### src/sv/vgbs_pkg.sv
// Shared types and constants of the vector grid bilinear sampler.
package vgbs_pkg;

    localparam int MAX_COLUMNS_DEF       = 64;
    localparam int MAX_ROWS_DEF          = 64;
    localparam int TILE_SHIFT_DEF        = 4;
    localparam int POS_FRACTION_BITS_DEF = 8;

    localparam int POS_W      = 19;
    localparam int VEC_W      = 16;
    localparam int CELL_IDX_W = 6;
    localparam int REG_W      = 7;
    localparam int CFG_IDX_W  = 1;
    localparam int CELL_W     = 2 * VEC_W;

    localparam int IN_DATA_W  = 88;
    localparam int OUT_DATA_W = 32;

    localparam int OUT_DEPTH = 4;
    localparam int PTR_W     = $clog2(OUT_DEPTH);
    localparam int CNT_W     = $clog2(OUT_DEPTH + 1);

    localparam logic [REG_W-1:0] GRID_SIZE_RESET = 7'd64;

    localparam logic [CFG_IDX_W-1:0] REG_GRID_COLUMNS = 1'd0;
    localparam logic [CFG_IDX_W-1:0] REG_GRID_ROWS    = 1'd1;

    localparam logic ACT_WRITE = 1'b0;

    // Side information that travels with one grid read into the blend pipeline.
    typedef struct packed {
        logic vld;
        logic first;
        logic last;
    } t_tag;

endpackage

### src/sv/vgbs_blend.sv
// Weighted accumulation of the four neighbor vectors, then rounding and saturation.
module vgbs_blend import vgbs_pkg::*; #(
    parameter int WB = TILE_SHIFT_DEF + POS_FRACTION_BITS_DEF,
    localparam int FW = 2 * WB + 1
) (
    input  logic                  i_clk,
    input  logic                  i_rst_n,
    input  t_tag                  i_tag,
    input  logic [FW-1:0]         i_fac,
    input  logic [CELL_W-1:0]     i_rdata,
    output logic                  o_push,
    output logic [OUT_DATA_W-1:0] o_wind
);

    localparam int SW = 2 * WB + 17;
    localparam logic signed [SW:0] HALF = (SW+1)'((64'(1) << (2 * WB)) >> 1);
    localparam logic signed [SW:0] VMAX = (SW+1)'(32767);
    localparam logic signed [SW:0] VMIN = (SW+1)'(-32768);

    function automatic logic [VEC_W-1:0] round_sat(input logic signed [SW-1:0] acc);
        logic signed [SW:0] t;
        logic signed [SW:0] r;
        t = (SW+1)'(acc) + HALF;
        r = t >>> (2 * WB);
        if (r > VMAX) begin
            r = VMAX;
        end else if (r < VMIN) begin
            r = VMIN;
        end
        return r[VEC_W-1:0];
    endfunction

    t_tag                  r_b_tag;
    logic [FW-1:0]         r_b_fac;
    t_tag                  r_c_tag;
    logic signed [SW-1:0]  r_c_px;
    logic signed [SW-1:0]  r_c_py;
    logic signed [SW-1:0]  r_acc_x;
    logic signed [SW-1:0]  r_acc_y;
    logic                  r_d_done;

    // The tag and factor are registered so that they line up with the registered read data of the memory.
    always_ff @(posedge i_clk) begin
        if (!i_rst_n) begin
            r_b_tag  <= '0;
            r_c_tag  <= '0;
            r_d_done <= 1'b0;
        end else begin
            r_b_tag  <= i_tag;
            r_c_tag  <= r_b_tag;
            r_d_done <= r_c_tag.vld && r_c_tag.last;
        end
    end

    always_ff @(posedge i_clk) begin
        r_b_fac <= i_fac;
        r_c_px  <= SW'($signed(i_rdata[VEC_W-1:0])) * SW'($signed({1'b0, r_b_fac}));
        r_c_py  <= SW'($signed(i_rdata[CELL_W-1:VEC_W])) * SW'($signed({1'b0, r_b_fac}));
        if (r_c_tag.vld) begin
            r_acc_x <= r_c_tag.first ? r_c_px : r_acc_x + r_c_px;
            r_acc_y <= r_c_tag.first ? r_c_py : r_acc_y + r_c_py;
        end
    end

    // The finished sum is read in the cycle after its last term; a following sample
    // only overwrites the accumulator at the end of that cycle.
    assign o_push = r_d_done;
    assign o_wind = {round_sat(r_acc_y), round_sat(r_acc_x)};

endmodule

### config.mk
export PLATFORM = sky130hd
export DESIGN_NAME = vgbs_blend
export DESIGN_NICKNAME = d
export VERILOG_FILES = /design/src/sv/vgbs_pkg.sv /design/src/sv/vgbs_blend.sv
export SDC_FILE = /design/constraint.sdc
export NUM_CORES = 2
export LEC_CHECK = 0
export BUFFER_PORTS_ARGS = -buffer_cell sky130_fd_sc_hd__buf_2
export CORE_UTILIZATION = 45
export CTS_CLUSTER_DIAMETER = 150
export DETAILED_ROUTE_END_ITERATION = 7
export SLEW_MARGIN = 0
export SYNTH_ARGS = -nofsm -noshare
export SYNTH_HDL_FRONTEND = slang
export SYNTH_SLANG_ARGS = --single-unit
export TNS_END_PERCENT = 20
### constraint.sdc
create_clock -name i_clk -period 7.7 [get_ports i_clk]
set_clock_uncertainty 0.1 [all_clocks]
set_input_delay 0.385 -clock i_clk [delete_from_list [all_inputs] [get_ports i_clk]]
set_output_delay 0.385 -clock i_clk [all_outputs]
set_load 0.02 [all_outputs]
==> impl_metrics.toml <==
[status]
outcome = "completed"

[route]
vias = 28100
route.detailed.drc = 0
drt_iter0_drc = 1884
antenna_left = 0
routedWlPerCell_um = 17.2
wirelength_um = 92100
vias_per_cell = 5.25
first_pass_iters = 5

[setup_path]
start_kind = "register"
slowest_stage = "dfxtp_1"
endpoint_kind = "register"
path_class = "reg -> reg"
path_common_cell = "fa_1"
cp.buffers_inverters = 6
cp_top_family = "adder cells"
crit_chain = "buf_4, nand2_1, fa_1, inv_1, fa_1, inv_1, fa_1, inv_1, fa_1, fa_1, inv_1, fa_1, inv_1, ha_1, and2_1, o211ai_1, o21ai_0, a2111o_1, nand2_1, o211ai_1, o221ai_1, o31ai_1, xor2_1"
arrival_ns = 7.52
crit_path_max_fanout = 15
crit_required_ns = 8.03
slowest_delay_ns = 0.73

[die]
die-area_um2 = 84400
rows = 105
initial_core_util_pct = 45.5
design.core.area_um2 = 82200
io_pins = 95
die_x_um = 290
die-height_um = 290

[grt]
grt_pass1_vias = 29200
grt-ovfl-total = 0
grt_max_degree = 78
track_usage_pct = 22.8
grt_pass1_wl_um = 154000
antenna_found_initial = 4

[timing]
rsz0062_at_grt = "false"
max-slew-margin-rel_pct = 23.6
fmax_ghz = 0.139
finalWorstSetupSlack_ns = 0.515
worst_pin_slew_ns = 1.14
min_period_over_period_pct = 93.3
setup-tns-final_ns = 0
finalHoldViolCount = 0
finalMaxSlewViolations = 0
holdWs_ns = 0.0509
min_period_ns = 7.18
setup-violations-final = 0

[cells_and_area]
final_common_cell = "inv_1"
layout_common_cells = "834 x inv_1, 642 x fa_1, 575 x nand2_1"
area_delta_synth_final_pct = 6.71
fill_cells = 8027
design_area_um2 = 40000
seq_area_um2 = 4750
multi_input_area_um2 = 28800
fin_nets = 5333
drive_gt1_share_pct = 4.90

[synthesis]
ys_async_sr_fraction_pct = 0
ys.flop_type = "dfxtp_1"
ys_seq_elements = 196
syn-num-nets = 5323
synth-edff-count = 82
yosysWarnings = 0
synth.distinct_cells = 76
synth_seq_area_share_pct = 12.7
synthCells = 4267
syn-cell-area_um2 = 37400
avgSynthCellArea_um2 = 8.78

[job]
cap_violations = 0

[placement]
gp_congestion = 0.855
dpl.hpwl_um = 75200
io_buffers = 94
place_area_um2 = 39000
dp_slack_ns = 0.618

[cts]
cts_resized = 0
cts-root-buf = "clkbuf_16"
clk_latency_ns = 0.52
cts_hold_buf = 28
cts.path.max_buffers = 2
cts_setup_buffers = 0
cts_buffers = 17
clkSinkCount = 196
clk_pin_slew_ns = 0.11
cts_max_level = 4
cts_tree = "yes"

[min_path]
holdCritPathClass = "in -> reg"
[final timing paths]
path / from / end / slack, ns / cells past startpoint
worst max-delay path: r_b_fac[7]$_DFF_P_ / r_c_px[39]$_DFF_P_ / 0.52 / 23
worst min-delay path: i_rst_n / r_b_tag[1]$_SDFF_PN0_ / 0.05 / 2
worst max register to register: r_b_fac[7]$_DFF_P_ / r_c_px[39]$_DFF_P_ / 0.52 / 23
worst min register to register: r_b_tag[0]$_SDFF_PN0_ / r_c_tag[0]$_SDFF_PN0_ / 0.34 / 1
[worst register-to-register path, cell delays in order (launching register included)]
cell and delay (ns):
dfxtp_1 0.73, buf_4 0.34, nand2_1 0.11, fa_1 0.55, inv_1 0.05, fa_1 0.50, inv_1 0.06, fa_1 0.53
inv_1 0.05, fa_1 0.46, fa_1 0.49, inv_1 0.05, fa_1 0.47, inv_1 0.04, ha_1 0.37, and2_1 0.25
o211ai_1 0.12, o21ai_0 0.55, a2111o_1 0.28, nand2_1 0.07, o211ai_1 0.25, o221ai_1 0.21, o31ai_1 0.29, xor2_1 0.19
[routing by layer]
layer | global-route usage (%) | part of all wire, %
met1 | 33.3 | 48
met2 | 35.7 | 45
met3 | 3.30 | 5.7
met4 | 5.45 | 1.7
met5 | 0 | 0.033
[through the flow]
| step | cells | util [%] |
|---|---|---|
| final | 5361 | 48.6 |
| after global routing | 5361 | 48.6 |
| after CTS | 5359 | 48.6 |
| after detailed placement | 5299 | 47.5 |
| after global placement | 5299 | 47.5 |
| after floorplan | 4267 | - |
[synth_stat cells (5+ instances only)]
library cell,count,share of area [%]
ha_1,352,12
a211oi_1,23,0.46
and2_1,362,6.0
nor4_1,8,0.13
o31ai_1,10,0.20
a311oi_1,8,0.19
xor2_1,64,1.5
nor3_1,20,0.27
o21ai_0,164,2.2
nand2b_1,39,0.65
nor2b_1,27,0.45
a211o_1,10,0.23
a31oi_1,14,0.23
fa_1,642,34
o21bai_1,24,0.48
o31a_1,6,0.14
nand4_1,24,0.40
buf_1,6,0.060
nand2_1,575,5.8
nor2_1,121,1.2
nand3_1,43,0.57
and3_1,26,0.43
xnor2_1,105,2.5
o21a_1,26,0.52
clkbuf_1,190,1.9
a2111oi_0,5,0.12
or3_1,8,0.13
and4_1,11,0.26
dfxtp_1,114,6.1
a21oi_1,149,2.0
a21o_1,80,1.6
edfxtp_1,82,6.6
inv_1,834,8.4
o211ai_1,15,0.30
[cell families (layout without fill, tap and decap cells)]
group | count (synthesis) | in the layout | share of synthesized area, %
buffers and inverters | 1034 | 1057 | 10.4
xor gates and xnor gates | 169 | 169 | 3.95
muxes | 5 | 5 | 0.140
DFF | 196 | 196 | 12.7
adders and majority gates | 994 | 994 | 46.1
other | 0 | 1 | 0
and+or+nand+nor | 1280 | 1280 | 16.7
AOI/OAI and AO/OA | 589 | 589 | 10.1
[area by class of cell]
type                    count  area share (%)
multi-input cells        3037            72.1
flip-flops and latches    196            11.9
inverters                 837            7.86
well taps                1070            3.35
repair buffers            188            3.18
clock buffers              19            1.14
clock inverters            13           0.451
diodes                      1         0.00626
[registers in the layout, indices dropped and copies added, names as in the netlist]
signal   count
r_acc_x     41
r_acc_y     41
r_c_px      41
r_c_py      41
r_b_fac     25
r_b_tag      3
r_c_tag      3
o_push       1
Power is not shown: default switching activity piles up to over one toggle a cycle in this logic, so the estimate is an artifact.
