==> src/sv/vgbs_pkg.sv <==
// Shared types and constants of the vector grid bilinear sampler.
package vgbs_pkg;

    localparam int MAX_COLUMNS_DEF       = 64;
    localparam int MAX_ROWS_DEF          = 64;
    localparam int TILE_SHIFT_DEF        = 4;
    localparam int POS_FRACTION_BITS_DEF = 8;

    localparam int POS_W      = 19;
    localparam int VEC_W      = 16;
    localparam int CELL_IDX_W = 6;
    localparam int REG_W      = 7;
    localparam int CFG_IDX_W  = 1;
    localparam int CELL_W     = 2 * VEC_W;

    localparam int IN_DATA_W  = 88;
    localparam int OUT_DATA_W = 32;

    localparam int OUT_DEPTH = 4;
    localparam int PTR_W     = $clog2(OUT_DEPTH);
    localparam int CNT_W     = $clog2(OUT_DEPTH + 1);

    localparam logic [REG_W-1:0] GRID_SIZE_RESET = 7'd64;

    localparam logic [CFG_IDX_W-1:0] REG_GRID_COLUMNS = 1'd0;
    localparam logic [CFG_IDX_W-1:0] REG_GRID_ROWS    = 1'd1;

    localparam logic ACT_WRITE = 1'b0;

    // Side information that travels with one grid read into the blend pipeline.
    typedef struct packed {
        logic vld;
        logic first;
        logic last;
    } t_tag;

endpackage

==> src/sv/vgbs_decode.sv <==
// Splits sample positions into clamped neighbor addresses and weights, and forms write addresses.
module vgbs_decode import vgbs_pkg::*; #(
    parameter int MAX_COLUMNS       = MAX_COLUMNS_DEF,
    parameter int MAX_ROWS          = MAX_ROWS_DEF,
    parameter int TILE_SHIFT        = TILE_SHIFT_DEF,
    parameter int POS_FRACTION_BITS = POS_FRACTION_BITS_DEF,
    localparam int WB     = TILE_SHIFT + POS_FRACTION_BITS,
    localparam int WW     = WB + 1,
    localparam int ADDR_W = $clog2(MAX_COLUMNS * MAX_ROWS)
) (
    input  logic signed [POS_W-1:0]      i_pos_x,
    input  logic signed [POS_W-1:0]      i_pos_y,
    input  logic        [CELL_IDX_W-1:0] i_cell_col,
    input  logic        [CELL_IDX_W-1:0] i_cell_row,
    input  logic        [REG_W-1:0]      i_grid_columns,
    input  logic        [REG_W-1:0]      i_grid_rows,
    output logic        [ADDR_W-1:0]     o_addr [4],
    output logic        [ADDR_W-1:0]     o_wr_addr,
    output logic                         o_wr_ok,
    output logic        [WW-1:0]         o_wx,
    output logic        [WW-1:0]         o_wy
);

    localparam int IXW = $clog2((MAX_COLUMNS > MAX_ROWS) ? MAX_COLUMNS : MAX_ROWS);

    function automatic logic [IXW-1:0] last_index(input logic [REG_W-1:0] r, input int maxv);
        int u;
        u = int'(r);
        if (u == 0) begin
            u = 1;
        end else if (u > maxv) begin
            u = maxv;
        end
        return IXW'(u - 1);
    endfunction

    // Floor split of a position into the two neighbor indexes and the weight of the second.
    function automatic logic [2*IXW+WW-1:0] axis_split(input logic signed [POS_W-1:0] pos,
                                                       input logic [IXW-1:0] last);
        logic signed [POS_W-1:0] tile;
        logic signed [32:0]      pe;
        logic [IXW-1:0]          i0;
        logic [IXW-1:0]          i1;
        logic [WW-1:0]           w;
        tile = pos >>> WB;
        pe   = 33'(pos);
        i0   = IXW'(tile);
        i1   = IXW'(int'(tile) + 1);
        w    = WW'(pe & ((33'sd1 <<< WB) - 33'sd1));
        if (tile[POS_W-1]) begin
            i0 = '0;
            i1 = '0;
            w  = '0;
        end
        if (int'(tile) >= int'(last)) begin
            i0 = last;
            i1 = last;
            w  = WW'(1) << WB;
        end
        return {i0, i1, w};
    endfunction

    logic [IXW-1:0] w_x0, w_x1, w_y0, w_y1;

    always_comb begin
        {w_x0, w_x1, o_wx} = axis_split(i_pos_x, last_index(i_grid_columns, MAX_COLUMNS));
        {w_y0, w_y1, o_wy} = axis_split(i_pos_y, last_index(i_grid_rows, MAX_ROWS));
    end

    // Neighbor order: (x0,y0), (x1,y0), (x0,y1), (x1,y1).
    assign o_addr[0] = ADDR_W'(int'(w_y0) * MAX_COLUMNS + int'(w_x0));
    assign o_addr[1] = ADDR_W'(int'(w_y0) * MAX_COLUMNS + int'(w_x1));
    assign o_addr[2] = ADDR_W'(int'(w_y1) * MAX_COLUMNS + int'(w_x0));
    assign o_addr[3] = ADDR_W'(int'(w_y1) * MAX_COLUMNS + int'(w_x1));

    assign o_wr_ok   = (int'(i_cell_col) < MAX_COLUMNS) && (int'(i_cell_row) < MAX_ROWS);
    assign o_wr_addr = ADDR_W'(int'(i_cell_row) * MAX_COLUMNS + int'(i_cell_col));

endmodule

==> config.mk <==
export PLATFORM = sky130hd
export DESIGN_NAME = vgbs_decode
export DESIGN_NICKNAME = d
export VERILOG_FILES = /design/src/sv/vgbs_pkg.sv /design/src/sv/vgbs_decode.sv
export SDC_FILE = /design/constraint.sdc
export NUM_CORES = 1
export LEC_CHECK = 0
export ABC_AREA = 1
export BUFFER_PORTS_ARGS = -buffer_cell sky130_fd_sc_hd__buf_4
export CORE_ASPECT_RATIO = 0.6
export CORE_UTILIZATION = 39
export DETAILED_ROUTE_END_ITERATION = 6
export GPL_TIMING_DRIVEN = 0
export PLACE_DENSITY_LB_ADDON = 0.2
export REMOVE_ABC_BUFFERS = 1
export SLEW_MARGIN = 10
export SYNTH_ARGS = -nofsm -noshare
export SYNTH_HDL_FRONTEND = slang
export SYNTH_SLANG_ARGS = --single-unit
export TNS_END_PERCENT = 20
==> constraint.sdc <==
create_clock -name vclk -period 4.06
set_clock_uncertainty 0.2 [all_clocks]
set_input_delay 0.406 -clock vclk [all_inputs]
set_output_delay 0.406 -clock vclk [all_outputs]
set_load 0.02 [all_outputs]
==> results of run 1 <==
-- power by group --
| part | switching (mW) | internal (mW) | leakage, nW | total, mW |
|---|---|---|---|---|
| Clock | 0 | 0 | 0 | 0 |
| Combinational | 0.262 | 0.186 | 1.34 | 0.448 |
| Sequential | 0 | 0 | 0 | 0 |
-- kinds of logic (layout without fill, tap and decap cells) --
kind of cell / after synthesis / in the layout
buffers and inverters: 64 / 145
other: 1 / 1
AND/OR/NAND/NOR: 173 / 173
adder cells (fa/ha/maj): 16 / 16
XOR/XNOR: 10 / 10
AO/OA/AOI/OAI: 28 / 28
-- how the worst min path moves through the flow --
stage	endpoint	slack, ns	start	cells after the start
after floorplan	o_wr_addr[0]	0.61	i_cell_col[0]	0
after global placement	o_wr_addr[5]	0.61	i_cell_col[5]	0
after detailed placement	o_wr_addr[5]	0.61	i_cell_col[5]	0
after CTS	o_wr_addr[5]	0.61	i_cell_col[5]	0
after global routing	o_wr_addr[5]	0.61	i_cell_col[5]	0
final	o_wr_addr[5]	0.61	i_cell_col[5]	0
-- final cells by class --
| cell class | count | area, µm² | share of cell area (%) |
|---|---|---|---|
| inverters | 19 | 76.3 | 3.28 |
| repair buffers | 126 | 946 | 40.7 |
| multi-input cells | 228 | 1230 | 53.0 |
| well taps | 57 | 71.3 | 3.07 |
-- critical path, delay by kind of cell --
family,cells,cell delay (ns)
xor gates and xnor gates,1,0.30
AOI/OAI and AO/OA,1,0.14
and+or+nand+nor,10,1.44
buffers and inverters,4,0.46
adders and majority gates,2,0.52
-- layer usage --
metal	part of all wire (%)	vias to the layer above	global-route usage, %
met2	39	104	30.8
met5	0	-	0
met4	0	0	0
met3	9.7	0	3.62
li1	-	1072	-
met1	51	850	32.3
-- metrics by stage --
step	power, mW	hold WS, ns	setup WS [ns]	area (µm²)
CTS	0.447	0.612	0.182	2320
global route	0.485	0.612	0.0521	2330
floorplan	0.250	0.612	0.544	1300
global placement	0.441	0.612	0.267	2320
detailed placement	0.445	0.612	0.217	2320
finish	0.448	0.612	0.163	2330
-- synthesized netlist by cell type --
cell / number
a21oi_2: 1
a21oi_1: 4
nand3_1: 16
nand4_2: 1
nand3b_1: 1
inv_4: 2
nand2_4: 4
inv_2: 5
ha_1: 16
clkbuf_1: 4
a21boi_1: 1
o21bai_1: 1
conb_1: 1
o21a_1: 1
o211ai_2: 1
buf_8: 1
buf_4: 38
xor2_1: 4
nand2_2: 5
inv_1: 12
nand2_1: 94
nor3b_1: 1
buf_6: 2
o21ai_0: 2
o21ai_1: 13
nand4_1: 12
nor2_1: 39
xnor2_1: 6
o21ai_2: 4
==> metrics.yaml, run 1 <==
wl_per_cell_um: 11.4
cts-resized-gates: 0
cts_hold_buf: 0
ys_top_cells_by_area: "nand2_1, buf_4, ha_1"
seq_area_um2: 0
yosys.area.top_type: "nand2_1"
tns_ns: 0
status: "completed"
die_h_um: 52.2
worstPathMaxFanout: 25
start_kind: "input port"
seq_area_frac_synth_pct: 0
cts_setup_buffers: 0
synth_top_cell_area_share_pct: 21.5
fmax_ghz: 0.257
grt_use_total_pct: 20.7
gp_congestion: 0.813
cp-end-kind: "output port"
grt_pass1_vias: 1668
initial_core_util_pct: 42.5
syn2layout_area_growth_pct: 42.0
diodes: 0
grt_pass1_wl_mm: 7.61
vias_per_cell: 4.71
ant_nets: 0
synth_fa_ha_area_share_pct: 12.2
postSynthAreaPerCell_um2: 5.61
final.min_clock_period_ns: 3.90
dieArea_um2: 4470
max_stage_delay_ns: 0.32
hold_viol: 0
p_per_area_nw_per_um2: 192
final_nets: 455
grt_max_degree: 28
dp.cells: 430
core.rowCount: 17
ys_types: 29
num-fill-cells: 382
vias: 2026
fin_cells: 430
endpoint: "o_addr[19]"
setup_viol: 0
slew_violations: 0
fin_crit_sh_pct: 96.0
fp.dieW_um: 85.7
seq_cell_count: 0
clkbuf_count: 0
p_leak_nw: 1.34
crit_path_cell_trace: "buf_4 > nor2_1 > nand3_1 > nand2_1 > nand2_1 > nand2_1 > inv_2 > ha_1 > xnor2_1 > inv_1 > ha_1 > nand2_1 > nor2_1 > nand4_2 > nand2_8 > nand2_1 > o21ai_1 > buf_4"
crit_path_start: "i_grid_rows[3]"
crit_arrival_ns: 3.29
worst_path_max_delay_cell: "ha_1"
synth_top_family_by_area: "simple AND/OR/NAND/NOR gates"
cap_violations: 0
mostFrequentLayoutCells: "buf_4, nand2_1, nor2_1, nand3_1, ha_1"
grt_overflow: 0
crit_top_cell: "nand2_1"
holdCritPathClass: "input port to output port"
drtIter0Drc: 96
route.detailed.drc: 0
ir_worst_vdd_mv: 0.134
drive_gt1_share_pct: 39.9
crit_required_ns: 3.45
final_common_cell: "buf_4"
syn_inst: 292
dpl.hpwl_mm: 4.18
yosys.area_share.simple_pct: 46.3
port_buffers: 126
synth-compound-area-share_pct: 10.6
yosysWarnings: 0
postLayoutCoreUtil_pct: 60.4
rsz0062_at_grt: "false"
dr.pass1.iters: 4
io_pins: 151
synth-xor-area-share_pct: 5.35
syn-cell-area_um2: 1640
path_class: "input port to output port"
coreArea_um2: 3850
drt-total-wl_mm: 4.90
antenna_found_initial: 0
muxShareOfSynthArea_pct: 0
Power figures use the tool's default switching activity.
==> inputs of run 2 (changes only) <==
==> constraint.sdc (replaced) <==
create_clock -name vclk -period 4.06
set_clock_uncertainty 0.2 [all_clocks]
set_input_delay 1.015 -clock vclk [all_inputs]
set_output_delay 1.015 -clock vclk [all_outputs]
set_load 0.02 [all_outputs]
==> metrics.yaml, run 2 (synthesized netlist as in run 1, its figures left out) <==
status: "finished with violations"  # was completed
violations: "negative setup slack"
grt_overflow: 0  # unchanged
clkbuf_count: 0  # unchanged
cts_hold_buf: 0  # unchanged
holdPathStages: 0  # unchanged
p_int_uw: 331  # was 186 µW
p_leak_nw: 1.74  # was 1.34 nW
crit_required_ns: 2.84  # was 3.45 ns
dpl.hpwl_mm: 4.18  # unchanged
coreArea_um2: 3850  # unchanged
ir_worst_vdd_mv: 0.142  # was 0.134 mV
io_pins: 151  # unchanged
seq_area_um2: 0  # unchanged
dieArea_um2: 4470  # unchanged
final_common_cell: "buf_4"  # unchanged
seq_cell_count: 0  # unchanged
mostFrequentLayoutCells: "buf_4, nand2_1, buf_6, nor2_1, nand2_2"  # was buf_4, nand2_1, nor2_1, nand3_1, ha_1
p_total_uw: 740  # was 448 µW
syn2layout_area_growth_pct: 118  # was 42.0%
switching_share_pct: 55.2  # was 58.4%
grt_pass1_vias: 2204  # was 1668
fin_crit_sh_pct: 121  # was 96.0%
grt_pass1_wl_mm: 10.4  # was 7.61 mm
route.detailed.drc: 0  # unchanged
power_frac_comb_pct: 100.0  # about the same
port_buffers: 126  # unchanged
p_per_area_nw_per_um2: 207  # was 192 nW/µm²
initial_core_util_pct: 42.5  # unchanged
dr.pass1.iters: 5  # was 4
drtIter0Drc: 241  # was 96
gp_congestion: 0.813  # unchanged
power_frac_clock_pct: 0  # about the same
core.rowCount: 17  # unchanged
fmax_ghz: 0.203  # was 0.257 GHz
fp.dieW_um: 85.7  # unchanged
grt_max_degree: 27  # was 28
diodes: 0  # unchanged
antenna_found_initial: 0  # unchanged
drive_gt1_share_pct: 64.3  # was 39.9%
vias_per_cell: 6.01  # was 4.71
drt-total-wl_mm: 10.1  # was 4.90 mm
vias: 2832  # was 2026
final.min_clock_period_ns: 4.91  # was 3.90 ns
start_kind: "input port"  # unchanged
holdCritPathClass: "input port to output port"  # unchanged
whs_ns: 1.83  # was 0.612 ns
wl_per_cell_um: 21.5  # was 11.4 µm
die_h_um: 52.2  # unchanged
cap_violations: 0  # unchanged
final_nets: 496  # was 455
setup_viol: 74  # was 0
worstPathMaxFanout: 4  # was 25
worst_slack_ns: -0.855  # was 0.163 ns
min_from: "i_cell_col[5]"  # unchanged
switching_power_uw: 409  # was 262 µW
rsz0062_at_grt: "true"  # was false
ant_nets: 0  # unchanged
min_to: "o_wr_addr[5]"  # unchanged
cp-end-kind: "output port"  # unchanged
seqPwrFrac_pct: 0  # about the same
slew_violations: 0  # unchanged
hold_viol: 0  # unchanged
num-fill-cells: 125  # was 382
grt_use_total_pct: 29.3  # was 20.7%
crit_arrival_ns: 3.70  # was 3.29 ns
path_class: "input port to output port"  # unchanged
run 2: timing repair:
item,in CTS,in global routing
resized for setup,129,65
setup endpoints to repair,74,74
pin swaps,35,30
gates cloned,4,0
setup buffers,23,14
run 2: how the worst max path moves through the flow:
stage,depth (start not counted),slack [ns],startpoint,endpoint
after floorplan,16,-0.67,i_grid_rows[5],o_addr[18]
after global placement,18,-0.95,i_grid_rows[3],o_addr[18]
after detailed placement,18,-1.00,i_grid_rows[3],o_addr[19]
after CTS,21,-0.39,i_grid_rows[4],o_addr[19]
after global routing,21,-0.96,i_grid_rows[2],o_addr[11]
final,21,-0.85,i_grid_rows[2],o_addr[11]
run 2: critical path, cell delays in order:
cell and delay, ns:
buf_8 0.10, nor2_4 0.13, nand3_2 0.10, nand2_2 0.10
buf_4 0.13, nand2_2 0.12, nand3_1 0.12, o21bai_1 0.08
nand2_1 0.14, inv_1 0.16, ha_4 0.32, nand2_2 0.08
nor2_1 0.18, nand2_1 0.09, o211ai_2 0.09, nand2_4 0.10
buf_12 0.15, buf_6 0.12, nand4_1 0.09, nand2_1 0.11
buf_4 0.17
run 2: metal layers:
layer,GRT usage (%),wire (µm),up-vias
met1,41.1,3870,1314
met3,5.20,1220,70
li1,-,-,1154
met4,4.44,565,0
met5,0,0,-
met2,48.1,4460,294
run 2: metrics by stage:
stage	setup slack, ns	utilization (%)	TNS (ns)	instance area [µm²]	instances
finish	-0.855	92.8	-50.79	3570	471
global route	-0.956	92.8	-58.43	3570	471
CTS	-0.389	81.2	-24.61	3130	457
detailed placement	-1.00	60.2	-57.11	2320	430
global placement	-0.951	60.2	-54.55	2320	430
floorplan	-0.674	-	-29.76	1300	247
run 2: area by class of cell:
cell class	instances	area, µm²	area share [%]
inverter	19	76.3	2.14
multi-input combinational	232	1930	53.9
tap	57	71.3	2.00
timing repair buffer	163	1500	41.9
run 2: power groups by stage:
stage          clock (mW)  sequential (mW)  combinational (mW)
6_report                0                0               0.740
3_3_place_gp            0                0               0.441
4_1_cts                 0                0               0.597
5_1_grt                 0                0               0.763
3_5_place_dp            0                0               0.445
2_1_floorplan           0                0               0.250
==> inputs of run 3 (changes only) <==
- CELL_PAD_IN_SITES_DETAIL_PLACEMENT: unset -> 1
- CELL_PAD_IN_SITES_GLOBAL_PLACEMENT: unset -> 2
- CORE_UTILIZATION: 39 -> 16
- GPL_TIMING_DRIVEN: 0 -> 1
==> metrics.yaml, run 3 (synthesized netlist as in run 1, its figures left out) <==
clkbuf_count: 0  # unchanged
fmax_ghz: 0.223  # was 0.203 GHz
min_from: "i_cell_col[0]"  # was i_cell_col[5]
ir_worst_vdd_mv: 0.0717  # was 0.142 mV
placed_area_um2: 2760  # was 2320 µm²
fin_cells: 572  # was 471
dieArea_um2: 10700  # was 4470 µm²
antenna_found_initial: 0  # unchanged
rsz0062_at_grt: "true"  # unchanged
final.min_clock_period_ns: 4.49  # was 4.91 ns
grt_pass1_vias: 2460  # was 2204
holdCritPathClass: "input port to output port"  # unchanged
vias: 2396  # was 2832
route.detailed.drc: 0  # unchanged
io_pins: 151  # unchanged
num-fill-cells: 1227  # was 125
status: "finished with violations"  # unchanged
finalInstanceArea_um2: 3710  # was 3570 µm²
final_nets: 519  # was 496
fp.dieW_um: 133  # was 85.7 µm
seq_area_um2: 0  # unchanged
setup_viol: 74  # unchanged
violations: "negative setup slack"  # unchanged
grt_overflow: 0  # unchanged
diodes: 0  # unchanged
dr.pass1.iters: 4  # was 5
vias_per_cell: 4.19  # was 6.01
crit_arrival_ns: 3.28  # was 3.70 ns
multiInputGateArea_um2: 1780  # was 1930 µm²
p_leak_nw: 1.80  # was 1.74 nW
holdPathStages: 0  # unchanged
p_total_uw: 684  # was 740 µW
wl_per_cell_um: 13.6  # was 21.5 µm
syn2layout_area_growth_pct: 126  # was 118%
slew_violations: 0  # unchanged
grt_max_degree: 23  # was 27
worstPathMaxFanout: 5  # was 4
whs_ns: 1.83  # about the same
mostFrequentLayoutCells: "buf_4, nand2_1, buf_6, nand2_2, nor2_1"  # was buf_4, nand2_1, buf_6, nor2_1, nand2_2
grt_use_total_pct: 14.2  # was 29.3%
coreArea_um2: 9910  # was 3850 µm²
cts_hold_buf: 0  # unchanged
ant_nets: 0  # unchanged
die_h_um: 80.4  # was 52.2 µm
start_kind: "input port"  # unchanged
seq_cell_count: 0  # unchanged
core.rowCount: 28  # was 17
cp-end-kind: "output port"  # unchanged
dpl.hpwl_mm: 6.05  # was 4.18 mm
p_per_area_nw_per_um2: 184  # was 207 nW/µm²
grt_pass1_wl_mm: 12.3  # was 10.4 mm
drive_gt1_share_pct: 65.4  # was 64.3%
gp_congestion: 0.749  # was 0.813
drt-total-wl_mm: 7.79  # was 10.1 mm
dp.cells: 554  # was 430
min_to: "o_wr_addr[0]"  # was o_wr_addr[5]
worst_slack_ns: -0.430  # was -0.855 ns
crit_required_ns: 2.84  # about the same
port_buffers: 126  # unchanged
path_class: "input port to output port"  # unchanged
cap_violations: 0  # unchanged
hold_viol: 0  # unchanged
initial_core_util_pct: 16.5  # was 42.5%
drtIter0Drc: 30  # was 241
fin_crit_sh_pct: 111  # was 121%
final_common_cell: "buf_4"  # unchanged
## run 3: cell count changes in the layout (fill, tap and decap cells not counted), sizes merged
cell and change:
buf +24, nand2 -1
## run 3: how the worst max path moves through the flow
stage,start,to
floorplan,i_grid_rows[5],o_addr[18]
global placement,i_grid_columns[5],o_addr[28]
detailed placement,i_grid_columns[5],o_addr[16]
CTS,i_grid_rows[2],o_addr[30]
global route,i_grid_rows[3],o_addr[18]
finish,i_grid_rows[1],o_addr[18]
## run 3: routing by layer
layer  wire, µm  GRT usage (%)  up-vias
li1           -              -     1204
met1       4100           20.8     1101
met2       3200           22.2       91
met3        495           2.78        0
met4          0              0        0
met5          0              0        -
## run 3: final cells by class
class / instances / area share (%)
inverter: 19 / 2.06
multi-input combinational: 231 / 47.9
timing repair buffer: 187 / 45.4
tap: 135 / 4.56
## run 3: metrics by stage
step	util, %	setup TNS, ns	setup slack, ns
floorplan	-	-29.76	-0.674
global placement	27.8	-46.19	-0.722
detailed placement	27.8	-52.55	-0.755
CTS	35.5	-29.22	-0.466
global route	37.4	-36.65	-0.588
finish	37.4	-25.53	-0.430
## run 3: worst max-delay path, cell delays in order
cell and delay [ns]:
buf_6 0.10, nor2_4 0.10, nand3_2 0.08, nand2_2 0.08, nand2_1 0.06, nand2_2 0.07, inv_2 0.05, ha_4 0.17
xnor2_2 0.15, inv_2 0.06, ha_4 0.22, a21oi_2 0.13, o21ai_1 0.09, nand2_1 0.08, o211ai_2 0.10, nand2_4 0.15
nand2_8 0.09, buf_12 0.14, o21ai_4 0.17, buf_6 0.15
## run 3: repair_timing
action,4_1_cts,5_1_grt
resized for setup,139,42
setup buffers,15,2
gates cloned,3,0
pin swaps,39,22
endpoints found under the setup margin,74,74
## run 3: report_power, final
part	switching (mW)	leakage, nW	internal [mW]
Combinational	0.356	1.80	0.328
Clock	0	0	0
Sequential	0	0	0
Total	0.356	1.80	0.328
