<file path="config.mk">
export PLATFORM = sky130hd
export DESIGN_NAME = vgbs_out_buf
export DESIGN_NICKNAME = d
export VERILOG_FILES = /design/src/sv/vgbs_pkg.sv /design/src/sv/vgbs_out_buf.sv
export SDC_FILE = /design/constraint.sdc
export NUM_CORES = 1
export LEC_CHECK = 0
export BUFFER_PORTS_ARGS = -buffer_cell sky130_fd_sc_hd__buf_2
export CAP_MARGIN = 40
export CORE_MARGIN = 2
export CORE_UTILIZATION = 35
export DETAILED_ROUTE_END_ITERATION = 16
export SETUP_SLACK_MARGIN = 0.02
export SLEW_MARGIN = 20
export SYNTH_ARGS = -nofsm -noshare
export SYNTH_HDL_FRONTEND = slang
export SYNTH_SLANG_ARGS = --single-unit
</file>
<file path="constraint.sdc">
create_clock -name i_clk -period 2.2 [get_ports i_clk]
set_input_delay 0.11 -clock i_clk [delete_from_list [all_inputs] [get_ports i_clk]]
set_output_delay 0.11 -clock i_clk [all_outputs]
set_load 0.005 [all_outputs]
</file>
<file path="src/sv/vgbs_pkg.sv">
// Shared types and constants of the vector grid bilinear sampler.
package vgbs_pkg;

    localparam int MAX_COLUMNS_DEF       = 64;
    localparam int MAX_ROWS_DEF          = 64;
    localparam int TILE_SHIFT_DEF        = 4;
    localparam int POS_FRACTION_BITS_DEF = 8;

    localparam int POS_W      = 19;
    localparam int VEC_W      = 16;
    localparam int CELL_IDX_W = 6;
    localparam int REG_W      = 7;
    localparam int CFG_IDX_W  = 1;
    localparam int CELL_W     = 2 * VEC_W;

    localparam int IN_DATA_W  = 88;
    localparam int OUT_DATA_W = 32;

    localparam int OUT_DEPTH = 4;
    localparam int PTR_W     = $clog2(OUT_DEPTH);
    localparam int CNT_W     = $clog2(OUT_DEPTH + 1);

    localparam logic [REG_W-1:0] GRID_SIZE_RESET = 7'd64;

    localparam logic [CFG_IDX_W-1:0] REG_GRID_COLUMNS = 1'd0;
    localparam logic [CFG_IDX_W-1:0] REG_GRID_ROWS    = 1'd1;

    localparam logic ACT_WRITE = 1'b0;

    // Side information that travels with one grid read into the blend pipeline.
    typedef struct packed {
        logic vld;
        logic first;
        logic last;
    } t_tag;

endpackage

</file>
<file path="src/sv/vgbs_out_buf.sv">
// Small result queue between the blend pipeline and the master stream.
module vgbs_out_buf import vgbs_pkg::*; (
    input  logic                  i_clk,
    input  logic                  i_rst_n,
    input  logic                  i_push,
    input  logic [OUT_DATA_W-1:0] i_wdata,
    input  logic                  i_ready,
    output logic                  o_valid,
    output logic [OUT_DATA_W-1:0] o_rdata,
    output logic [CNT_W-1:0]      o_count
);

    logic [OUT_DATA_W-1:0] r_buf [OUT_DEPTH];
    logic [PTR_W-1:0]      r_wr_ptr;
    logic [PTR_W-1:0]      r_rd_ptr;
    logic [CNT_W-1:0]      r_count;
    logic                  w_pop;

    assign o_valid = (r_count != '0);
    assign o_rdata = r_buf[r_rd_ptr];
    assign o_count = r_count;
    assign w_pop   = o_valid && i_ready;

    always_ff @(posedge i_clk) begin
        if (!i_rst_n) begin
            r_wr_ptr <= '0;
            r_rd_ptr <= '0;
            r_count  <= '0;
        end else begin
            if (i_push) begin
                r_wr_ptr <= r_wr_ptr + PTR_W'(1);
            end
            if (w_pop) begin
                r_rd_ptr <= r_rd_ptr + PTR_W'(1);
            end
            r_count <= r_count + CNT_W'(i_push) - CNT_W'(w_pop);
        end
    end

    always_ff @(posedge i_clk) begin
        if (i_push) begin
            r_buf[r_wr_ptr] <= i_wdata;
        end
    end

endmodule

</file>
==> results of run 1 <==
worst reg2reg max path: cells and delay by family (launching register included):
kind / cells / cell delay, ns
compound gates: 1 / 0.36
xor+xnor: 1 / 0.18
fa+ha+maj: 3 / 0.84
buf+inv: 1 / 0.04
flops: 1 / 0.34
simple gates: 1 / 0.15
layout by cell type, fill, tap and decap left out, types with 4 or more instances in the layout:
cell,count
and2_2,4
dlygate4sd3_1,33
buf_2,71
clkbuf_16,17
buf_12,4
edfxtp_1,128
and2_1,4
buf_4,6
inv_1,6
mux2i_1,4
clkinv_1,4
ha_1,6
bufinv_16,4
dfxtp_1,7
mux4_2,30
clkinvlp_4,4
cell families (layout without fill, tap and decap cells):
family,count (synthesis),count (layout)
flip-flops,137,137
multiplexers,36,36
AND/OR/NAND/NOR,14,14
buffers and inverters,13,152
adder cells (fa/ha/maj),7,7
AO/OA/AOI/OAI,2,2
XOR/XNOR,2,2
report_power, final:
part	switching, mW	leakage (nW)	total, mW	internal (mW)
combinational	0.524	0.816	1.21	0.688
clock	1.01	0.283	2.89	1.88
sequential	0.0660	1.25	3.08	3.02
total	1.60	2.35	7.18	5.58
registers in the layout (all words and copies together) (netlist names), named ones only:
register / count
r_wr_ptr: 2
r_rd_ptr: 2
r_buf: 128
o_count: 3
final cells by class:
class                   count  share of cell area
clock buffers              18              0.0641
well taps                 184              0.0344
flip-flops and latches    137               0.601
repair buffers            114               0.121
multi-input cells          61               0.149
clock inverters            14              0.0267
inverters                   6             0.00336
final timing paths:
kind	startpoint	endpoint	slack [ns]	cells past startpoint
worst min-delay path	i_push	r_wr_ptr[1]	0.09	3
worst max-delay path	o_count[1]	o_count[2]	0.18	7
worst min register to register	r_rd_ptr[1]	register	0.50	2
worst max register to register	o_count[1]	o_count[2]	0.18	7
layer usage:
metal,vias up,GRT usage
met5,-,0
met4,0,0.0627
met3,12,0.0441
met2,60,0.206
met1,1231,0.149
li1,1132,-
repair_timing:
action | CTS | global route
gates resized for setup | 0 | 0
hold buffers | 33 | 0
hold endpoints to repair | 129 | 0
metrics by stage:
step           utilization  instances  cell area (um^2)
6_report             0.464        534              6700
5_1_grt              0.464        534              6700
4_1_cts              0.464        534              6700
3_5_place_dp         0.399        469              5760
3_3_place_gp         0.399        469              5760
2_1_floorplan            -        211              5130
==> impl_metrics.env, run 1 <==
export IMPL_wl_per_cell_um=17.2
export IMPL_power_density_nw_per_um2=1070
export IMPL_synthMuxAreaShare=0.150
export IMPL_dp_slack_ns=0.177
export IMPL_regArea_um2=4030
export IMPL_arrival_ns=2.33
export IMPL_synth_area_um2=5130
export IMPL_crit_family="adder cells"
export IMPL_hold_viol=0
export IMPL_synth_area_per_cell_um2=24.3
export IMPL_ioPinCount=72
export IMPL_dp_hpwl_mm=5.43
export IMPL_post_route_min_period_ns=2.02
export IMPL_core_um2=14400
export IMPL_drive_gt1_frac=0.411
export IMPL_wl_met1_mm=3.97
export IMPL_slowest_stage="fa_1"
export IMPL_grt_setup_unrepaired="false"
export IMPL_overflow=0
export IMPL_synth_compound_gate_area_share=0.00342
export IMPL_wl_met3_um=465
export IMPL_yosys_area_share_simple=0.0161
export IMPL_crit_type="register to register"
export IMPL_synth_xor_area_frac=0.00610
export IMPL_finalWirelength_mm=9.18
export IMPL_numCtsBuffers=17
export IMPL_nets=380
export IMPL_synth_edf_count=128
export IMPL_worst_pin_slew_ns=0.504
export IMPL_finalCritPeriodShare=0.916
export IMPL_path_buf_inv=1
export IMPL_cp_start_kind="register"
export IMPL_max_stage_delay_ns=0.37
export IMPL_path_cells="o31a_1 -> ha_1 -> inv_1 -> ha_1 -> fa_1 -> xnor3_1 -> and2_1"
export IMPL_die_x_um=125
export IMPL_multi_input_area_um2=1000
export IMPL_ys_top_cells_by_count="edfxtp_1, mux4_2, dfxtp_1"
export IMPL_finalClockSkew_ns=0.00373
export IMPL_die_area_um2=15600
export IMPL_fin_setup_tns_ns=0
export IMPL_peakVddDrop_mv=0.468
export IMPL_h_tree_depth=4
export IMPL_dr_wl_met2_mm=4.56
export IMPL_max_freq_mhz=496
export IMPL_syn_to_final_growth_pct=30.6
export IMPL_antenna_cells=0
export IMPL_yosysSeqAreaShare=0.785
export IMPL_setup_viol=0
export IMPL_num_rows=44
export IMPL_synth_cell_types=20
export IMPL_max_clock_path_buffers=2
export IMPL_max_slew_margin=0.664
export IMPL_synth_top_family_by_area="multiplexers"
export IMPL_clkTransAtPathRegs_ns=0.05
export IMPL_globalplace_congestion=0.658
export IMPL_drtAntennaViolNets=0
export IMPL_grt_pass1_vias=2614
export IMPL_die_y_um=125
export IMPL_yosysTopAreaCell="edfxtp_1"
export IMPL_cts_sinks=137
export IMPL_crit_top_cell="ha_1"
export IMPL_cts_root_buf="clkbuf_16"
export IMPL_cts_tree="yes"
export IMPL_dr_total_vias=2435
export IMPL_fillCellCount=1255
export IMPL_yosysWarnings=0
export IMPL_clock_latency_ns=0.41
export IMPL_port_buffers=71
export IMPL_synth_flop_cell="edfxtp_1"
export IMPL_post_route_drc_count=0
export IMPL_cap_viol_max_count=0
export IMPL_antenna_found_initial=0
export IMPL_drtIter0Drc=126
export IMPL_start_util=0.355
export IMPL_power_leakage_nw=2.35
export IMPL_worst_hold_slack_ns=0.0897
export IMPL_dr_pass1_iters=4
export IMPL_hold_class="primary input to register"
export IMPL_syn_nets=254
export IMPL_setup_slack_ns=0.184
export IMPL_async_reset_ff_frac=0
export IMPL_critPathRequiredTime_ns=2.51
export IMPL_synth_top_area_frac=0.750
export IMPL_grt_pass1_wl_mm=14.4
export IMPL_detail_route_vias_per_cell=4.56
export IMPL_slew_viol_final=0
export IMPL_synth_seq_cells=137
export IMPL_cp_end_kind="register"
export IMPL_track_usage=0.126
export IMPL_synthAdderAreaFrac=0.0185
export IMPL_grt_max_degree=18
export IMPL_cts_setup_buffers=0
export IMPL_synth_most_common_cell="edfxtp_1"
export IMPL_p_total_mw=7.18
export IMPL_syn_inst=211
export IMPL_ys_top_cells_by_area="edfxtp_1, mux4_2, dfxtp_1"
export IMPL_maxUsedRoutingLayer="met4"
export IMPL_status="finished clean"
export IMPL_critical_path_max_fanout=6
Power figures use the tool's default switching activity.
==> run 2: changes to the inputs <==
- ABC_AREA: unset -> 1
- clock period: 2.2 -> 1.8 ns (I/O delays scaled with it)
==> run 2 against run 1 <==
Net effect: final cell count is 28% higher; highest routed layer unchanged; critical path depth is 3 lower; largest power group is now clock; clock power is 33% higher; total power is 30% higher; largest cell class unchanged; core utilization is 0.32 points higher; die area is 2.0% higher; routed wire length is 21% higher.
==> impl_metrics.env, run 2 <==
export IMPL_critPathRequiredTime_ns=1.71
export IMPL_arrival_ns=1.62
export IMPL_placed_area_um2=5770
export IMPL_synth_top_area_frac=0.735
export IMPL_pwr_share_comb=0.186
export IMPL_syn_inst=369
export IMPL_setup_viol=0
export IMPL_grt_max_degree=65
export IMPL_status="finished clean"
export IMPL_final_cell_mix="edfxtp_1, buf_2, nor2_1"
export IMPL_synth_area_per_cell_um2=14.2
export IMPL_slowest_stage="dfxtp_4"
export IMPL_worst_hold_slack_ns=0.0348
export IMPL_globalplace_congestion=0.707
export IMPL_power_leakage_nw=2.51
export IMPL_detail_route_vias_per_cell=4.84
export IMPL_peakVddDrop_mv=0.741
export IMPL_numCtsBuffers=17
export IMPL_crit_type="register to output port"
export IMPL_ys_top_cells_by_area="edfxtp_1, nor2_1, o22ai_1"
export IMPL_synthMuxAreaShare=0
export IMPL_dr_pass1_iters=4
export IMPL_clock_latency_ns=0.42
export IMPL_hold_class="primary input to register"
export IMPL_yosys_area_share_simple=0.0615
export IMPL_track_usage=0.144
export IMPL_fin_setup_tns_ns=0
export IMPL_yosysSeqAreaShare=0.769
export IMPL_internal_power_mw=6.97
export IMPL_drive_gt1_frac=0.253
export IMPL_synth_seq_cells=137
export IMPL_max_clock_path_buffers=2
export IMPL_overflow=0
export IMPL_die_area_um2=15900
export IMPL_largest_register_ffs=128
export IMPL_grt_pass1_vias=3395
export IMPL_drtAntennaViolNets=0
export IMPL_synth_most_common_cell="edfxtp_1"
export IMPL_post_route_drc_count=0
export IMPL_top_register="r_buf"
export IMPL_path_cells="buf_8 -> o21ai_0 -> o22ai_1 -> buf_2"
export IMPL_power_frac_clock=0.411
export IMPL_max_slew_margin=0.795
export IMPL_start_util=0.359
export IMPL_synth_edf_count=128
export IMPL_dp_hpwl_mm=6.45
export IMPL_cts_tree="yes"
export IMPL_finalClockSkew_ns=0.00540
export IMPL_core_um2=14600
export IMPL_slew_viol_final=0
export IMPL_hold_viol=0
export IMPL_cts_root_buf="clkbuf_16"
export IMPL_synth_flop_cell="edfxtp_1"
export IMPL_ys_top_cells_by_count="edfxtp_1, nor2_1, o21ai_0"
export IMPL_worst_pin_slew_ns=0.307
export IMPL_dr_total_vias=3315
export IMPL_reg2reg_depth=8
export IMPL_cp_end_kind="output port"
export IMPL_die_x_um=126
export IMPL_max_freq_mhz=585
export IMPL_synth_top_family_by_area="compound AO/OA/AOI/OAI gates"
export IMPL_num_rows=44
export IMPL_yosysTopAreaCell="edfxtp_1"
export IMPL_wl_per_cell_um=16.2
export IMPL_drtIter0Drc=180
export IMPL_antenna_found_initial=0
export IMPL_grt_setup_unrepaired="true"
export IMPL_hold_depth=3
export IMPL_finalCritPeriodShare=0.950
export IMPL_yosysWarnings=0
export IMPL_power_density_nw_per_um2=1370
export IMPL_nets=531
export IMPL_syn_to_final_growth_pct=30.4
export IMPL_seqPwrFrac=0.403
export IMPL_final_common_cell="edfxtp_1"
export IMPL_cts_setup_buffers=0
export IMPL_synth_xor_area_frac=0
export IMPL_cap_viol_max_count=0
export IMPL_h_tree_depth=4
export IMPL_p_switching_mw=2.39
export IMPL_synth_compound_gate_area_share=0.108
export IMPL_synthAdderAreaFrac=0.0182
export IMPL_finalWirelength_mm=11.1
export IMPL_antenna_cells=0
export IMPL_grt_pass1_wl_mm=17.1
export IMPL_power_share_switching=0.255
export IMPL_max_stage_delay_ns=0.45
export IMPL_clkTransAtPathRegs_ns=0.05
export IMPL_post_route_min_period_ns=1.71
export IMPL_syn_nets=412
export IMPL_cts_sinks=137
export IMPL_async_reset_ff_frac=0
export IMPL_die_y_um=126
export IMPL_critical_path_max_fanout=31
export IMPL_stdcell_area_um2=6820
export IMPL_port_buffers=71
export IMPL_synth_area_um2=5230
export IMPL_synth_cell_types=19
export IMPL_ioPinCount=72
export IMPL_cp_start_kind="register"
## run 2: kinds of logic (layout without fill, tap and decap cells)
kind of cell	Yosys count	after routing
buffers and inverters	36	168
flip-flops	137	137
AND/OR/NAND/NOR	85	85
adder cells (fa/ha/maj)	7	7
AO/OA/AOI/OAI	104	104
## run 2: area by class of cell
class / count / area [um^2]
clock buffer: 20 / 437
clock inverter: 12 / 221
fill: 1288 / 7770
inverter: 17 / 78.8
multi-input combinational: 196 / 991
sequential: 137 / 4030
tap: 184 / 230
timing repair buffer: 118 / 825
timing repair inverter: 1 / 8.76
## run 2: layer usage
layer,wire (um),track usage,part of all wire,vias to the layer above
li1,-,-,-,1602
met1,4740,0.163,0.43,1616
met2,5620,0.250,0.51,87
met3,603,0.0561,0.054,10
met4,104,0.0465,0.0094,0
met5,0,0,0,-
## run 2: worst paths after layout
check,startpoint,endpoint,slack (ns)
worst max register to register,o_count[2],o_count[1],0.14
worst min-delay path,i_push,r_wr_ptr[0],0.03
worst max-delay path,register,o_rdata[2],0.09
worst min register to register,r_rd_ptr[0],r_rd_ptr[0],0.49
## run 2: power by group through the flow
stage | clock (mW) | sequential, mW | combinational, mW
finish | 3.84 | 3.77 | 1.74
global route | 4.05 | 3.79 | 1.97
CTS | 3.92 | 3.74 | 1.72
detailed placement | 0 | 3.81 | 1.65
global placement | 0 | 3.80 | 1.60
floorplan | 0 | 3.79 | 1.09
## run 2: stage by stage
| step | util | setup slack [ns] | total power [mW] | instances |
|---|---|---|---|---|
| after CTS | 0.464 | -0.0178 | 9.38 | 684 |
| after global routing | 0.468 | -0.00777 | 9.81 | 685 |
| final | 0.468 | 0.0907 | 9.36 | 685 |
| after floorplan | - | 0.149 | 4.88 | 369 |
| after detailed placement | 0.396 | 0.0744 | 5.46 | 618 |
| after global placement | 0.396 | 0.122 | 5.40 | 618 |
## run 2: worst max-delay path, delay by kind of cell, from the launching register on
kind                   cells  cell delay [ns]
buffers and inverters      2             0.40
AOI/OAI and AO/OA          2             0.35
DFF                        1             0.45
## run 2: repair_timing
item | in CTS | in global routing
pin swaps | 0 | 2
hold buffers | 34 | 0
gates cloned | 0 | 1
setup endpoints to repair | 7 | 34
endpoints found under the hold margin | 137 | 0
resized for setup | 0 | 15
==> run 3: changes to the inputs <==
- CTS_BUF_LIST: unset -> sky130_fd_sc_hd__clkbuf_4
- RECOVER_POWER: unset -> 25
==> run 3 against run 2 <==
Net effect: final cell count up 1.6%; design area is 0.11% lower; via count up 3.0%; clock power shrank 35%.
==> impl_metrics.env, run 3 (synthesis gave the netlist of run 2 again) <==
export IMPL_largest_register_ffs=128
export IMPL_dp_slack_ns=0.0744
export IMPL_critPathRequiredTime_ns=1.71
export IMPL_clock_latency_ns=0.53
export IMPL_fin_cells=696
export IMPL_setup_slack_ns=0.0717
export IMPL_start_util=0.359
export IMPL_finalWirelength_mm=12.1
export IMPL_hold_viol=0
export IMPL_grt_setup_unrepaired="true"
export IMPL_placedCellCount=618
export IMPL_cap_viol_max_count=0
export IMPL_dr_pass1_iters=4
export IMPL_power_leakage_nw=2.46
export IMPL_max_freq_mhz=579
export IMPL_stdcell_area_um2=6810
export IMPL_grt_max_degree=65
export IMPL_antenna_cells=0
export IMPL_setup_viol=0
export IMPL_clkTransAtPathRegs_ns=0.12
export IMPL_wl_per_cell_um=17.3
export IMPL_ioPinCount=72
export IMPL_num_rows=44
export IMPL_power_density_nw_per_um2=1240
export IMPL_placed_area_um2=5770
export IMPL_drtIter0Drc=221
export IMPL_dr_wl_met2_mm=6.21
export IMPL_finalCritPeriodShare=0.960
export IMPL_cts_root_buf="clkbuf_4"
export IMPL_max_clock_path_buffers=2
export IMPL_fillCellCount=1307
export IMPL_hold_class="primary input to register"
export IMPL_die_area_um2=15900
export IMPL_cp_end_kind="output port"
export IMPL_overflow=0
export IMPL_maxUsedRoutingLayer="met4"
export IMPL_critical_path_max_fanout=8
export IMPL_die_x_um=126
export IMPL_peakVddDrop_mv=0.513
export IMPL_port_buffers=71
export IMPL_final_cell_mix="edfxtp_1, nor2_1, buf_2"
export IMPL_dr_total_vias=3414
export IMPL_antenna_found_initial=0
export IMPL_grt_pass1_vias=3365
export IMPL_crit_type="register to output port"
export IMPL_arrival_ns=1.64
export IMPL_finalClockSkew_ns=0.0193
export IMPL_drive_gt1_frac=0.258
export IMPL_max_slew_margin=0.790
export IMPL_nets=542
export IMPL_post_route_drc_count=0
export IMPL_final_common_cell="edfxtp_1"
export IMPL_dp_hpwl_mm=6.45
export IMPL_die_y_um=126
export IMPL_cp_start_kind="register"
export IMPL_r2r_slack_ns=0.13
export IMPL_track_usage=0.142
export IMPL_numCtsBuffers=17
export IMPL_slew_viol_final=0
export IMPL_drtAntennaViolNets=0
export IMPL_worst_pin_slew_ns=0.315
export IMPL_syn_to_final_growth_pct=30.2
export IMPL_wl_met1_mm=5.17
export IMPL_top_register="r_buf"
export IMPL_cts_sinks=137
export IMPL_worst_hold_slack_ns=0.334
export IMPL_status="finished clean"
export IMPL_globalplace_congestion=0.707
export IMPL_h_tree_depth=4
export IMPL_post_route_min_period_ns=1.73
export IMPL_wl_met3_um=556
export IMPL_core_um2=14600
export IMPL_grt_pass1_wl_mm=17.0
export IMPL_cts_tree="yes"
export IMPL_detail_route_vias_per_cell=4.91
-- run 3: cell count changes in the layout (fill, tap and decap cells not counted), sizes merged --
cell,delta
buf,-17
clkbuf,+27
dlygate4sd3,+1
-- run 3: layout make-up --
cell class / instances / area [um^2] / area share
clock inverters: 12 / 221 / 0.0325
inverters: 17 / 95.1 / 0.0140
well taps: 184 / 230 / 0.0338
clock buffers: 20 / 150 / 0.0220
flip-flops and latches: 137 / 4030 / 0.592
multi-input cells: 196 / 1050 / 0.154
repair buffers: 129 / 1020 / 0.149
repair inverters: 1 / 20.0 / 0.00294
-- run 3: layer usage --
metal | vias up | GRT usage
li1 | 1631 | -
met1 | 1687 | 0.163
met3 | 15 | 0.0484
met4 | 0 | 0.0452
met5 | - | 0
met2 | 81 | 0.250
-- run 3: final timing paths --
path	endpoint	cells past startpoint	from
worst min-delay path	r_buf[3][6]	2	i_wdata[6]
worst min register to register	r_rd_ptr[0]	2	r_rd_ptr[0]
worst max register to register	o_count[1]	8	o_count[2]
worst max-delay path	o_rdata[22]	5	register
-- run 3: timing repair --
item / CTS / global route
hold buffers: 35 / 0
setup buffers: 0 / 5
gates resized for setup: 14 / 46
endpoints found under the setup margin: 32 / 33
gates cloned: 0 / 6
endpoints found under the hold margin: 137 / 0
pin swaps: 0 / 8
-- run 3: worst max-delay path, cell delays in order, from the launching register on --
cell and delay [ns]:
dfxtp_4 0.40, buf_12 0.14, clkbuf_16 0.15, o21ai_1 0.09, o22ai_1 0.19, buf_2 0.15
-- run 3: where the power goes --
part | internal (mW) | total, mW | switching (mW) | leakage [nW]
registers | 3.67 | 3.75 | 0.0763 | 1.25
clock network | 1.43 | 2.49 | 1.06 | 0.190
logic | 0.984 | 2.23 | 1.25 | 1.02
total | 6.08 | 8.47 | 2.39 | 2.46
-- run 3: metrics by stage --
| step | setup TNS (ns) | power (mW) | util |
|---|---|---|---|
| after CTS | -0.0766 | 8.08 | 0.448 |
| after floorplan | 0 | 4.88 | - |
| after global placement | 0 | 5.40 | 0.396 |
| final | 0 | 8.47 | 0.467 |
| after global routing | -0.406 | 8.92 | 0.467 |
| after detailed placement | 0 | 5.46 | 0.396 |
